==> src/sv/lls_pkg.sv <==
// ----------------------------------------------------------------------------
// Lattice LPC synthesis filter package
// Shared widths, command codes, control word types and saturation helpers.
// ----------------------------------------------------------------------------
package lls_pkg;

  localparam int unsigned MAX_ORDER_DEFAULT = 16;

  localparam int unsigned OrderW  = 5;
  localparam int unsigned SampleW = 16;
  localparam int unsigned CoefW   = 16;
  localparam int unsigned AccW    = 24;
  localparam int unsigned ProdW   = AccW + CoefW;
  localparam int unsigned FracW   = 15;
  // A sum of an accumulator value and a shifted product needs two guard bits.
  localparam int unsigned SumW    = AccW + 2;

  localparam logic [OrderW-1:0] ORDER_RST = 5'd10;

  typedef enum logic [1:0] {
    CMD_LOAD_COEF = 2'd0,
    CMD_FILTER    = 2'd1,
    CMD_CLEAR     = 2'd2
  } cmd_e;

  // Multiplier operand selection: history times coefficient, or s times coefficient.
  typedef enum logic {
    MUL_HK = 1'b0,
    MUL_SK = 1'b1
  } mul_sel_e;

  typedef enum logic [1:0] {
    WR_NONE  = 2'd0,
    WR_STAGE = 2'd1,
    WR_ONE   = 2'd2,
    WR_ZERO  = 2'd3
  } wr_sel_e;

  // History read address relative to the stage counter.
  typedef enum logic [1:0] {
    RD_IDX    = 2'd0,
    RD_IDX_M1 = 2'd1,
    RD_IDX_M2 = 2'd2
  } rd_ofs_e;

  typedef struct packed {
    logic     mul_en;
    mul_sel_e mul_sel;
    logic     k_prev;
    logic     rd_en;
    rd_ofs_e  rd_ofs;
    wr_sel_e  wr_sel;
    logic     shift;
    logic     sub;
    logic     dec;
    logic     first_set;
    logic     emit;
  } dp_ctrl_t;

  typedef struct packed {
    logic start;
    logic order_zero;
    logic idx_zero;
    logic out_busy;
  } seq_stat_t;

  function automatic logic signed [AccW-1:0] sat_acc(logic signed [SumW-1:0] v);
    logic signed [AccW-1:0] r;
    if (v > 26'sd8388607) begin
      r = 24'sh7f_ffff;
    end else if (v < -26'sd8388608) begin
      r = 24'sh80_0000;
    end else begin
      r = v[AccW-1:0];
    end
    return r;
  endfunction

  function automatic logic signed [SampleW-1:0] sat_sample(logic signed [AccW-1:0] v);
    logic signed [SampleW-1:0] r;
    if (v > 24'sd32767) begin
      r = 16'sh7fff;
    end else if (v < -24'sd32768) begin
      r = 16'sh8000;
    end else begin
      r = v[SampleW-1:0];
    end
    return r;
  endfunction

endpackage

==> src/sv/lls_hist_mem.sv <==
// ----------------------------------------------------------------------------
// Lattice history memory
// One write port, one registered read port, per-entry valid bits that make
// a cleared or never written entry read as zero.
// ----------------------------------------------------------------------------
module lls_hist_mem #(
  parameter int unsigned Depth = 17,
  parameter int unsigned AddrW = 5
) (
  input  logic                              clk_i,
  input  logic                              rst_ni,
  input  logic                              clr_i,
  input  logic                              we_i,
  input  logic [AddrW-1:0]                  waddr_i,
  input  logic signed [lls_pkg::AccW-1:0]   wdata_i,
  input  logic                              re_i,
  input  logic [AddrW-1:0]                  raddr_i,
  output logic signed [lls_pkg::AccW-1:0]   rdata_o
);
  import lls_pkg::*;

  logic signed [AccW-1:0] mem_q [Depth];
  logic [Depth-1:0]       vld_q;
  logic signed [AccW-1:0] rd_q;
  logic                   rd_vld_q;
  logic                   raddr_ok;
  logic                   waddr_ok;

  assign raddr_ok = 32'(raddr_i) < Depth;
  assign waddr_ok = 32'(waddr_i) < Depth;

  always_ff @(posedge clk_i) begin
    if (we_i && waddr_ok) begin
      mem_q[waddr_i] <= wdata_i;
    end
    if (re_i && raddr_ok) begin
      rd_q <= mem_q[raddr_i];
    end
  end

  always_ff @(posedge clk_i or negedge rst_ni) begin
    if (!rst_ni) begin
      vld_q    <= '0;
      rd_vld_q <= 1'b0;
    end else begin
      if (clr_i) begin
        vld_q <= '0;
      end else if (we_i && waddr_ok) begin
        vld_q[waddr_i] <= 1'b1;
      end
      if (re_i) begin
        rd_vld_q <= raddr_ok && vld_q[raddr_i];
      end
    end
  end

  assign rdata_o = rd_vld_q ? rd_q : '0;

endmodule

==> src/sv/lls_seq.sv <==
// ----------------------------------------------------------------------------
// Lattice filter microsequencer
// Step counter and control store that drive the datapath through one sample.
// ----------------------------------------------------------------------------
module lls_seq (
  input  logic                 clk_i,
  input  logic                 rst_ni,
  input  lls_pkg::seq_stat_t   stat_i,
  output lls_pkg::dp_ctrl_t    ctrl_o,
  output logic                 idle_o
);
  import lls_pkg::*;

  localparam logic [2:0] STEP_IDLE = 3'd0;
  localparam logic [2:0] STEP_LOAD = 3'd1;
  localparam logic [2:0] STEP_PRE  = 3'd2;
  localparam logic [2:0] STEP_STA  = 3'd3;
  localparam logic [2:0] STEP_STB  = 3'd4;
  localparam logic [2:0] STEP_TAIL = 3'd5;
  localparam logic [2:0] STEP_FIN  = 3'd6;

  typedef enum logic [2:0] {
    JMP_NEXT     = 3'd0,
    JMP_DISPATCH = 3'd1,
    JMP_ORDER0   = 3'd2,
    JMP_LOOP     = 3'd3,
    JMP_DONE     = 3'd4
  } jmp_e;

  typedef struct packed {
    jmp_e       jmp;
    logic [2:0] target;
    dp_ctrl_t   dp;
  } ucode_t;

  function automatic ucode_t rom(logic [2:0] pc);
    ucode_t w;
    w        = '0;
    w.jmp    = JMP_NEXT;
    w.target = STEP_IDLE;
    case (pc)
      STEP_IDLE: begin
        w.jmp    = JMP_DISPATCH;
        w.target = STEP_LOAD;
      end
      STEP_LOAD: begin
        w.dp.rd_en  = 1'b1;
        w.dp.rd_ofs = RD_IDX;
        w.jmp       = JMP_ORDER0;
        w.target    = STEP_FIN;
      end
      STEP_PRE: begin
        w.dp.mul_en    = 1'b1;
        w.dp.mul_sel   = MUL_HK;
        w.dp.shift     = 1'b1;
        w.dp.first_set = 1'b1;
        w.dp.rd_en     = 1'b1;
        w.dp.rd_ofs    = RD_IDX_M1;
      end
      STEP_STA: begin
        w.dp.sub     = 1'b1;
        w.dp.mul_en  = 1'b1;
        w.dp.mul_sel = MUL_HK;
        w.dp.k_prev  = 1'b1;
        w.dp.shift   = 1'b1;
        w.dp.wr_sel  = WR_STAGE;
      end
      STEP_STB: begin
        w.dp.mul_en  = 1'b1;
        w.dp.mul_sel = MUL_SK;
        w.dp.rd_en   = 1'b1;
        w.dp.rd_ofs  = RD_IDX_M2;
        w.dp.dec     = 1'b1;
        w.jmp        = JMP_LOOP;
        w.target     = STEP_STA;
      end
      STEP_TAIL: begin
        w.dp.wr_sel = WR_ONE;
      end
      STEP_FIN: begin
        w.dp.wr_sel = WR_ZERO;
        w.dp.emit   = 1'b1;
        w.jmp       = JMP_DONE;
        w.target    = STEP_IDLE;
      end
      default: begin
        w.jmp    = JMP_DONE;
        w.target = STEP_IDLE;
      end
    endcase
    return w;
  endfunction

  logic [2:0] pc_q, pc_d;
  ucode_t     uw;
  logic       stall;

  assign uw    = rom(pc_q);
  // The final step waits until the output register is free.
  assign stall = (uw.jmp == JMP_DONE) && stat_i.out_busy;

  always_comb begin
    pc_d = pc_q + 3'd1;
    case (uw.jmp)
      JMP_NEXT:     pc_d = pc_q + 3'd1;
      JMP_DISPATCH: pc_d = stat_i.start ? uw.target : pc_q;
      JMP_ORDER0:   pc_d = stat_i.order_zero ? uw.target : pc_q + 3'd1;
      JMP_LOOP:     pc_d = stat_i.idx_zero ? pc_q + 3'd1 : uw.target;
      JMP_DONE:     pc_d = stall ? pc_q : uw.target;
      default:      pc_d = STEP_IDLE;
    endcase
  end

  always_ff @(posedge clk_i or negedge rst_ni) begin
    if (!rst_ni) begin
      pc_q <= STEP_IDLE;
    end else begin
      pc_q <= pc_d;
    end
  end

  assign ctrl_o = stall ? '0 : uw.dp;
  assign idle_o = (pc_q == STEP_IDLE);

endmodule

==> src/sv/lls_datapath.sv <==
// ----------------------------------------------------------------------------
// Lattice filter datapath
// Coefficient store, shared multiplier, accumulator, history memory and the
// output register.
// ----------------------------------------------------------------------------
module lls_datapath #(
  parameter int unsigned MaxOrder = lls_pkg::MAX_ORDER_DEFAULT
) (
  input  logic                                 clk_i,
  input  logic                                 rst_ni,
  input  lls_pkg::dp_ctrl_t                    ctrl_i,
  input  logic                                 start_i,
  input  logic                                 coef_we_i,
  input  logic                                 clear_i,
  input  logic [lls_pkg::OrderW-1:0]           active_order_i,
  input  logic [3:0]                           coef_index_i,
  input  logic signed [lls_pkg::CoefW-1:0]     coef_value_i,
  input  logic signed [lls_pkg::SampleW-1:0]   residual_i,
  input  logic                                 out_ready_i,
  output logic                                 out_valid_o,
  output logic signed [lls_pkg::SampleW-1:0]   output_sample_o,
  output logic                                 order_zero_o,
  output logic                                 idx_zero_o,
  output logic                                 out_busy_o
);
  import lls_pkg::*;

  localparam int unsigned IdxW  = (MaxOrder > 1) ? $clog2(MaxOrder) : 1;
  localparam int unsigned AddrW = $clog2(MaxOrder + 1);
  localparam int unsigned Depth = MaxOrder + 1;

  logic signed [CoefW-1:0]   coef_q [MaxOrder];
  logic [IdxW-1:0]           idx_q;
  logic                      first_q;
  logic signed [AccW-1:0]    s_q;
  logic signed [ProdW-1:0]   hk_q;
  logic signed [ProdW-1:0]   sk_q;
  logic signed [AccW-1:0]    h_cur_q;
  logic signed [CoefW-1:0]   k_cur_q;
  logic signed [AccW-1:0]    h_wr_q;
  logic signed [CoefW-1:0]   k_sk_q;
  logic                      out_valid_q;
  logic signed [SampleW-1:0] out_sample_q;

  logic [AddrW-1:0]          n_eff;
  logic [IdxW-1:0]           kidx;
  logic signed [CoefW-1:0]   k_rd;
  logic signed [AccW-1:0]    h_rd;
  logic signed [AccW-1:0]    mul_a;
  logic signed [CoefW-1:0]   mul_b;
  logic signed [ProdW-1:0]   prod;
  logic signed [AccW-1:0]    s_new;
  logic signed [AccW-1:0]    h_new;
  logic                      mem_we;
  logic [AddrW-1:0]          mem_waddr;
  logic signed [AccW-1:0]    mem_wdata;
  logic [AddrW-1:0]          mem_raddr;

  // Orders above the store size run all stages.
  assign n_eff = (32'(active_order_i) > MaxOrder) ? AddrW'(MaxOrder)
                                                  : AddrW'(active_order_i);

  assign kidx = idx_q - IdxW'(ctrl_i.k_prev);
  assign k_rd = (32'(kidx) < MaxOrder) ? coef_q[kidx] : '0;

  assign mul_a = (ctrl_i.mul_sel == MUL_SK) ? s_q : h_rd;
  assign mul_b = (ctrl_i.mul_sel == MUL_SK) ? k_sk_q : k_rd;
  assign prod  = mul_a * mul_b;

  assign s_new = sat_acc(SumW'(s_q) - SumW'($signed(hk_q[ProdW-1:FracW])));
  assign h_new = sat_acc(SumW'(h_wr_q) + SumW'($signed(sk_q[ProdW-1:FracW])));

  always_comb begin
    mem_we    = 1'b0;
    mem_waddr = '0;
    mem_wdata = h_new;
    case (ctrl_i.wr_sel)
      WR_NONE: begin
        mem_we = 1'b0;
      end
      WR_STAGE: begin
        mem_we    = !first_q;
        mem_waddr = AddrW'(idx_q) + AddrW'(2);
      end
      WR_ONE: begin
        mem_we    = 1'b1;
        mem_waddr = AddrW'(1);
      end
      WR_ZERO: begin
        mem_we    = 1'b1;
        mem_wdata = s_q;
      end
      default: begin
        mem_we = 1'b0;
      end
    endcase
  end

  assign mem_raddr = AddrW'(idx_q) - AddrW'(ctrl_i.rd_ofs);

  lls_hist_mem #(
    .Depth (Depth),
    .AddrW (AddrW)
  ) u_hist (
    .clk_i   (clk_i),
    .rst_ni  (rst_ni),
    .clr_i   (clear_i),
    .we_i    (mem_we),
    .waddr_i (mem_waddr),
    .wdata_i (mem_wdata),
    .re_i    (ctrl_i.rd_en),
    .raddr_i (mem_raddr),
    .rdata_o (h_rd)
  );

  always_ff @(posedge clk_i or negedge rst_ni) begin
    if (!rst_ni) begin
      for (int i = 0; i < int'(MaxOrder); i++) begin
        coef_q[i] <= '0;
      end
    end else if (coef_we_i && (32'(coef_index_i) < MaxOrder)) begin
      coef_q[IdxW'(coef_index_i)] <= coef_value_i;
    end
  end

  always_ff @(posedge clk_i) begin
    if (start_i) begin
      s_q <= AccW'(residual_i);
    end else if (ctrl_i.sub) begin
      s_q <= s_new;
    end
    if (ctrl_i.mul_en) begin
      if (ctrl_i.mul_sel == MUL_SK) begin
        sk_q <= prod;
      end else begin
        hk_q <= prod;
      end
    end
    if (ctrl_i.shift) begin
      h_cur_q <= h_rd;
      k_cur_q <= k_rd;
      h_wr_q  <= h_cur_q;
      k_sk_q  <= k_cur_q;
    end
    if (ctrl_i.emit) begin
      out_sample_q <= sat_sample(s_q);
    end
  end

  always_ff @(posedge clk_i or negedge rst_ni) begin
    if (!rst_ni) begin
      idx_q       <= '0;
      first_q     <= 1'b0;
      out_valid_q <= 1'b0;
    end else begin
      if (start_i) begin
        idx_q <= IdxW'(n_eff - AddrW'(1));
      end else if (ctrl_i.dec && (idx_q != '0)) begin
        idx_q <= idx_q - IdxW'(1);
      end
      if (ctrl_i.first_set) begin
        first_q <= 1'b1;
      end else if (ctrl_i.sub) begin
        first_q <= 1'b0;
      end
      if (ctrl_i.emit) begin
        out_valid_q <= 1'b1;
      end else if (out_ready_i) begin
        out_valid_q <= 1'b0;
      end
    end
  end

  assign out_valid_o     = out_valid_q;
  assign output_sample_o = out_sample_q;
  assign order_zero_o    = (n_eff == '0);
  assign idx_zero_o      = (idx_q == '0);
  assign out_busy_o      = out_valid_q && !out_ready_i;

endmodule

==> src/sv/lattice_lpc_synthesis_filter.sv <==
// ----------------------------------------------------------------------------
// Lattice LPC synthesis filter
// All-pole lattice that rebuilds audio samples from an LPC residual.
// ----------------------------------------------------------------------------
// Each input transaction carries a command. Loading a reflection coefficient
// (signed Q1.15) and clearing the lattice history produce no output.
// Filtering a residual sample runs the active stages from the highest down
// to stage zero and produces one output transaction with the reconstructed
// sample, saturated to 16 bits. The number of active stages is active_order
// capped at MaxOrder. A filter transaction occupies the block from acceptance
// until the sequencer returns to its idle step; no new input is taken before
// then. The single shared 24x16 multiplier forms two products per stage, one
// per cycle. The output sits in its own register, so a filtered sample
// waiting to be taken does not stop new load or clear transactions, nor the
// next sample's stages; only the final step of the next sample waits for
// that register. active_order is written through the configuration channel
// by the user only while the block is idle; the block does not enforce this.
// active_order resets to 10. Reset clears the coefficients and the history.
// ----------------------------------------------------------------------------
module lattice_lpc_synthesis_filter #(
  parameter int unsigned MaxOrder = lls_pkg::MAX_ORDER_DEFAULT
) (
  input  logic                                clk_i,
  input  logic                                rst_ni,
  // Configuration channel: one register, active_order.
  input  logic                                cfg_valid_i,
  output logic                                cfg_ready_o,
  input  logic [lls_pkg::OrderW-1:0]          cfg_active_order_i,
  // Input channel.
  input  logic                                in_valid_i,
  output logic                                in_ready_o,
  input  logic [1:0]                          command_i,
  input  logic [3:0]                          coef_index_i,
  input  logic signed [lls_pkg::CoefW-1:0]    coef_value_i,
  input  logic signed [lls_pkg::SampleW-1:0]  residual_i,
  // Output channel.
  output logic                                out_valid_o,
  input  logic                                out_ready_i,
  output logic signed [lls_pkg::SampleW-1:0]  output_sample_o
);
  import lls_pkg::*;

  logic [OrderW-1:0] active_order_q;
  logic              in_accept;
  logic              seq_idle;
  seq_stat_t         stat;
  dp_ctrl_t          ctrl;
  logic              order_zero;
  logic              idx_zero;
  logic              out_busy;

  // The configuration register is always writable; the user only writes it
  // while no transaction is in flight.
  assign cfg_ready_o = 1'b1;

  always_ff @(posedge clk_i or negedge rst_ni) begin
    if (!rst_ni) begin
      active_order_q <= ORDER_RST;
    end else if (cfg_valid_i && cfg_ready_o) begin
      active_order_q <= cfg_active_order_i;
    end
  end

  // New transactions are taken only while the sequencer rests in its idle step.
  assign in_ready_o = seq_idle;
  assign in_accept  = in_valid_i && in_ready_o;

  assign stat.start      = in_accept && (command_i == CMD_FILTER);
  assign stat.order_zero = order_zero;
  assign stat.idx_zero   = idx_zero;
  assign stat.out_busy   = out_busy;

  lls_seq u_seq (
    .clk_i  (clk_i),
    .rst_ni (rst_ni),
    .stat_i (stat),
    .ctrl_o (ctrl),
    .idle_o (seq_idle)
  );

  lls_datapath #(
    .MaxOrder (MaxOrder)
  ) u_dp (
    .clk_i           (clk_i),
    .rst_ni          (rst_ni),
    .ctrl_i          (ctrl),
    .start_i         (stat.start),
    .coef_we_i       (in_accept && (command_i == CMD_LOAD_COEF)),
    .clear_i         (in_accept && (command_i == CMD_CLEAR)),
    .active_order_i  (active_order_q),
    .coef_index_i    (coef_index_i),
    .coef_value_i    (coef_value_i),
    .residual_i      (residual_i),
    .out_ready_i     (out_ready_i),
    .out_valid_o     (out_valid_o),
    .output_sample_o (output_sample_o),
    .order_zero_o    (order_zero),
    .idx_zero_o      (idx_zero),
    .out_busy_o      (out_busy)
  );

endmodule
==> config.mk <==
export PLATFORM = sky130hd
export DESIGN_NAME = lattice_lpc_synthesis_filter
export DESIGN_NICKNAME = d
export VERILOG_FILES = /design/src/sv/lls_pkg.sv /design/src/sv/lls_hist_mem.sv /design/src/sv/lls_seq.sv /design/src/sv/lls_datapath.sv /design/src/sv/lattice_lpc_synthesis_filter.sv
export SDC_FILE = /design/constraint.sdc
export NUM_CORES = 2
export LEC_CHECK = 0
export CAP_MARGIN = 5
export CORE_ASPECT_RATIO = 0.7
export CORE_UTILIZATION = 30
export CTS_BUF_LIST = sky130_fd_sc_hd__clkbuf_8
export DETAILED_ROUTE_END_ITERATION = 16
export DONT_BUFFER_PORTS = 1
export SETUP_SLACK_MARGIN = 0.4
export SLEW_MARGIN = 20
export SYNTH_ARGS = -nofsm -noshare
export SYNTH_HDL_FRONTEND = slang
export SYNTH_HIERARCHICAL = 1
export SYNTH_SLANG_ARGS = --single-unit
==> constraint.sdc <==
create_clock -name clk_i -period 11.6 [get_ports clk_i]
set_clock_uncertainty 0.15 [all_clocks]
set_input_delay 2.9 -clock clk_i [delete_from_list [all_inputs] [get_ports clk_i]]
set_output_delay 2.9 -clock clk_i [all_outputs]
set_load 0.01 [all_outputs]
==> summary.txt <==
Status
  – Status: completed

Clocking
  – Skew-Pair Late Insertion Delay: 880 ps
  – Root buf cell: clkbuf_8
  – CTS Hold Bufs: 0
  – Clock Path Buffers: 3
  – Num CTS Buffers: 149
  – CTS Sinks: 890
  – H-tree lvl count: 4
  – CTS tree: yes
  – Reg clk slew, reported paths: 60 ps

Worst setup path
  – Reg-to-reg endpoint: u_dp/sk_q[34]
  – Flop2flop setup slack: 1910 ps
  – CP top delay family: adder cells
  – Worst R2R Start: u_seq/pc_q[2]
  – Crit Path Max Fanout: 10
  – Arrival time at the worst endpoint: 11,440 ps
  – Crit end category: flip-flop
  – Buffer and inverter count on the worst path: 6
  – Crit path largest cell delay: 600 ps
  – Cell mode on critical path: fa_1
  – Slowest cell on the critical path: fa_1
  – Setup crit start kind: primary input
  – Critical path class: in2reg
  – R2R depth: 31
  – Critical Path RT: 12,140 ps

Power and ir drop
  – Max rail drop VDD: 0.212 mV
  – Pleak: 24.9 nW
  – Power, Total: 0.0195 W
  – Power density over the cells: 325 nW/um^2

Final layout
  – Nets: 4,659
  – Fill cell count: 17,000
  – Area grow syn2layout: 13.6%
  – Share of layout cells above drive strength 1: 0.221
  – Cell area after layout: 59,800 sq um

Min path
  – Hold Path End: u_dp/h_wr_q[2]
  – Hold Path Depth: 0
  – Hold Startpoint: u_dp/h_cur_q[2]
  – Min-delay worst type: reg2reg

Route
  – Routed Antenna Nets: 0
  – DRC: 0
  – Routed wire length: 144,000 microns
  – Avg WL per Cell: 22.1 microns
  – Drt pass-1 iters: 7
  – DR iter-0 viols: 2,903
  – Vias: 32,700
  – Vias/cell: 5.00

Synth
  – Largest family of logic cells by synthesized area: adder cells
  – Post-Synth XOR/XNOR Area: 0.0125
  – Largest cells by area after synthesis: edfxtp_1 (34%), fa_1 (14%), dfrtp_1 (14%), mux2_2 (6.3%), mux4_2 (6.2%)
  – Synth Area per Inst: 13.5 sq um
  – Post-synth cell types: 95
  – Register area share after synthesis: 0.480
  – Post-Syn Area: 52,600 sq um
  – Number of flops mapped to enable cells by yosys: 602
  – Syn_nets: 4,486
  – Most used flip-flop cell after synthesis: edfxtp_1
  – Async SR Flop Fraction: 0.324
  – Register bit total from synthesis: 890
  – Compound-cell area share of the yosys netlist: 0.0617
  – Post-synthesis mux area share: 0.146
  – Synth area leader: edfxtp_1
  – Post-synth top area share: 0.343
  – Post-Syn Instances: 3,900
  – Yosys Warn Count: 6
  – Post-synthesis adder-cell area fraction: 0.182
  – Post-Synth Simple-Gate Area: 0.0660

Timing
  – Final setup vio count: 0
  – Final slew viol count: 0
  – Slew @ Worst Pin: 1170 ps
  – Setup ws final: 701 ps
  – Worst slew margin: 0.221
  – Fin crit share: 0.940
  – Final Critical Period: 10,900 ps
  – F_max: 91.7 MHz
  – Unrepaired setup endpoints after global routing: no
  – Hold Vio Cnt, Final: 0

Floorplan
  – Starting Density: 0.302
  – Ports: 67
  – Placeable Area: 174,000 sq um
  – Die X: 503 microns
  – Die area: 177,000 sq um
  – Die Y: 352 microns
  – Rows: 128

Placement
  – PortBufs: 0
  – Placed cell areas: 56,700 sq um
  – Pre-CTS WS: -140 ps
  – GP Congestion: 0.927
  – DP HPWL: 102,000 microns

GRT
  – Initial antenna violation count: 16
  – First-pass GRT wire length: 219,000 microns
  – GR Util All Layers: 0.164
  – Total grt overflow: 0
  – Number of global-route vias before repair: 33,600
  – Largest net degree at the start of global routing: 289

Flow run
  – Max cap viols: 0
==> cell type report <==
cell class,count,area [sq um],share of cell area
flip-flops and latches,890,25300,0.423
multi-input cells,2331,25000,0.418
well taps,2340,2930,0.0490
clock buffers,165,2270,0.0380
inverters,499,1880,0.0314
repair buffers,202,1850,0.0309
clock inverters,92,574,0.00960
diodes,9,22.5,0.000377
==> metal layers <==
metal  vias to the layer above  global-route usage  share of wire
met2                      1291               0.236           0.43
li1                      14100                   -              -
met3                       185              0.0383          0.087
met5                         -                   0              0
met1                     17100               0.247           0.47
met4                         0              0.0396          0.017
==> Yosys cell counts (15+ instances only) <==
cell	instances
a21o_1	49
a21oi_1	69
a221o_1	24
a2bb2oi_1	23
a311oi_1	26
a32oi_1	25
and2_1	71
buf_2	40
clkbuf_1	112
dfrtp_1	286
edfxtp_1	602
fa_1	377
ha_1	161
inv_1	498
mux2_2	293
mux2i_1	78
mux4_2	145
nand2_1	269
nand2b_1	29
nand3_1	22
nor2_1	238
nor2b_1	20
nor3_1	15
o211ai_1	17
o21a_1	31
o21ai_0	34
o22ai_1	25
xnor2_1	53
xor2_1	19
==> power breakdown <==
group | leakage (nW) | switching [W] | total, W | internal (W)
logic | 13.8 | 0.00688 | 0.0112 | 0.00436
registers | 9.43 | 0.000352 | 0.00549 | 0.00514
clock network | 1.64 | 0.00132 | 0.00274 | 0.00142
total | 24.9 | 0.00855 | 0.0195 | 0.0109
==> registers in the layout, indices dropped and copies added, names as in the netlist, 3 cells and up <==
name and cells:
active_order_q 5, u_dp/coef_q 256, u_dp/h_cur_q 24, u_dp/h_wr_q 24, u_dp/hk_q 25, u_dp/idx_q 4
u_dp/k_cur_q 16, u_dp/k_sk_q 16, u_dp/output_sample_o 16, u_dp/s_q 24, u_dp/sk_q 25, u_dp/u_hist/mem_q 408
u_dp/u_hist/rd_q 24, u_dp/u_hist/vld_q 17, u_seq/pc_q 3
==> logic make-up (layout without fill, tap and decap cells) <==
family / count (synthesis) / after routing
buffers and inverters: 679 / 958
XOR/XNOR: 73 / 73
flip-flops: 890 / 890
adder cells (fa/ha/maj): 538 / 538
multiplexers: 533 / 533
other: 1 / 10
AO/OA/AOI/OAI: 437 / 437
AND/OR/NAND/NOR: 749 / 749
==> placed cells by master, fill, tap and decap left out, types with 26 or more instances in the layout <==
cell / instances
clkbuf_8: 165
nand2b_1: 29
nand2_1: 269
mux2_2: 292
mux2i_1: 74
nor2_1: 211
xnor2_1: 53
o21a_1: 31
o21ai_0: 31
buf_4: 178
dfrtp_1: 286
a21oi_1: 64
inv_1: 546
ha_1: 158
edfxtp_1: 602
a21o_1: 49
fa_1: 376
mux4_2: 145
and2_1: 70
a311oi_1: 26
==> worst max-delay path by stage <==
stage | endpoint | startpoint | cells past startpoint
floorplan | u_dp/hk_q[35] | out_ready_i | 34
global placement | u_dp/sk_q[34] | out_ready_i | 31
detailed placement | u_dp/sk_q[34] | out_ready_i | 32
CTS | u_dp/hk_q[33] | out_ready_i | 32
global route | u_dp/hk_q[35] | out_ready_i | 35
finish | u_dp/sk_q[34] | out_ready_i | 31
==> per-stage QoR <==
step / hold WS [ps] / std cells / TNS, ps / utilization
final: 246 / 6528 / 0 / 0.344
after global routing: 253 / 6526 / 0 / 0.344
after CTS: 239 / 6508 / 0 / 0.342
after detailed placement: 255 / 6251 / -1540 / 0.326
after global placement: 251 / 6249 / 0 / 0.325
after floorplan: 250 / 3900 / 0 / -
==> timing repair <==
action                                  CTS  global route
endpoints found under the setup margin    0            25
gates resized for setup                   0            13
endpoints found under the hold margin     0             0
buffers inserted                          0             4
No activity file was read; power rests on OpenSTA's default activity.
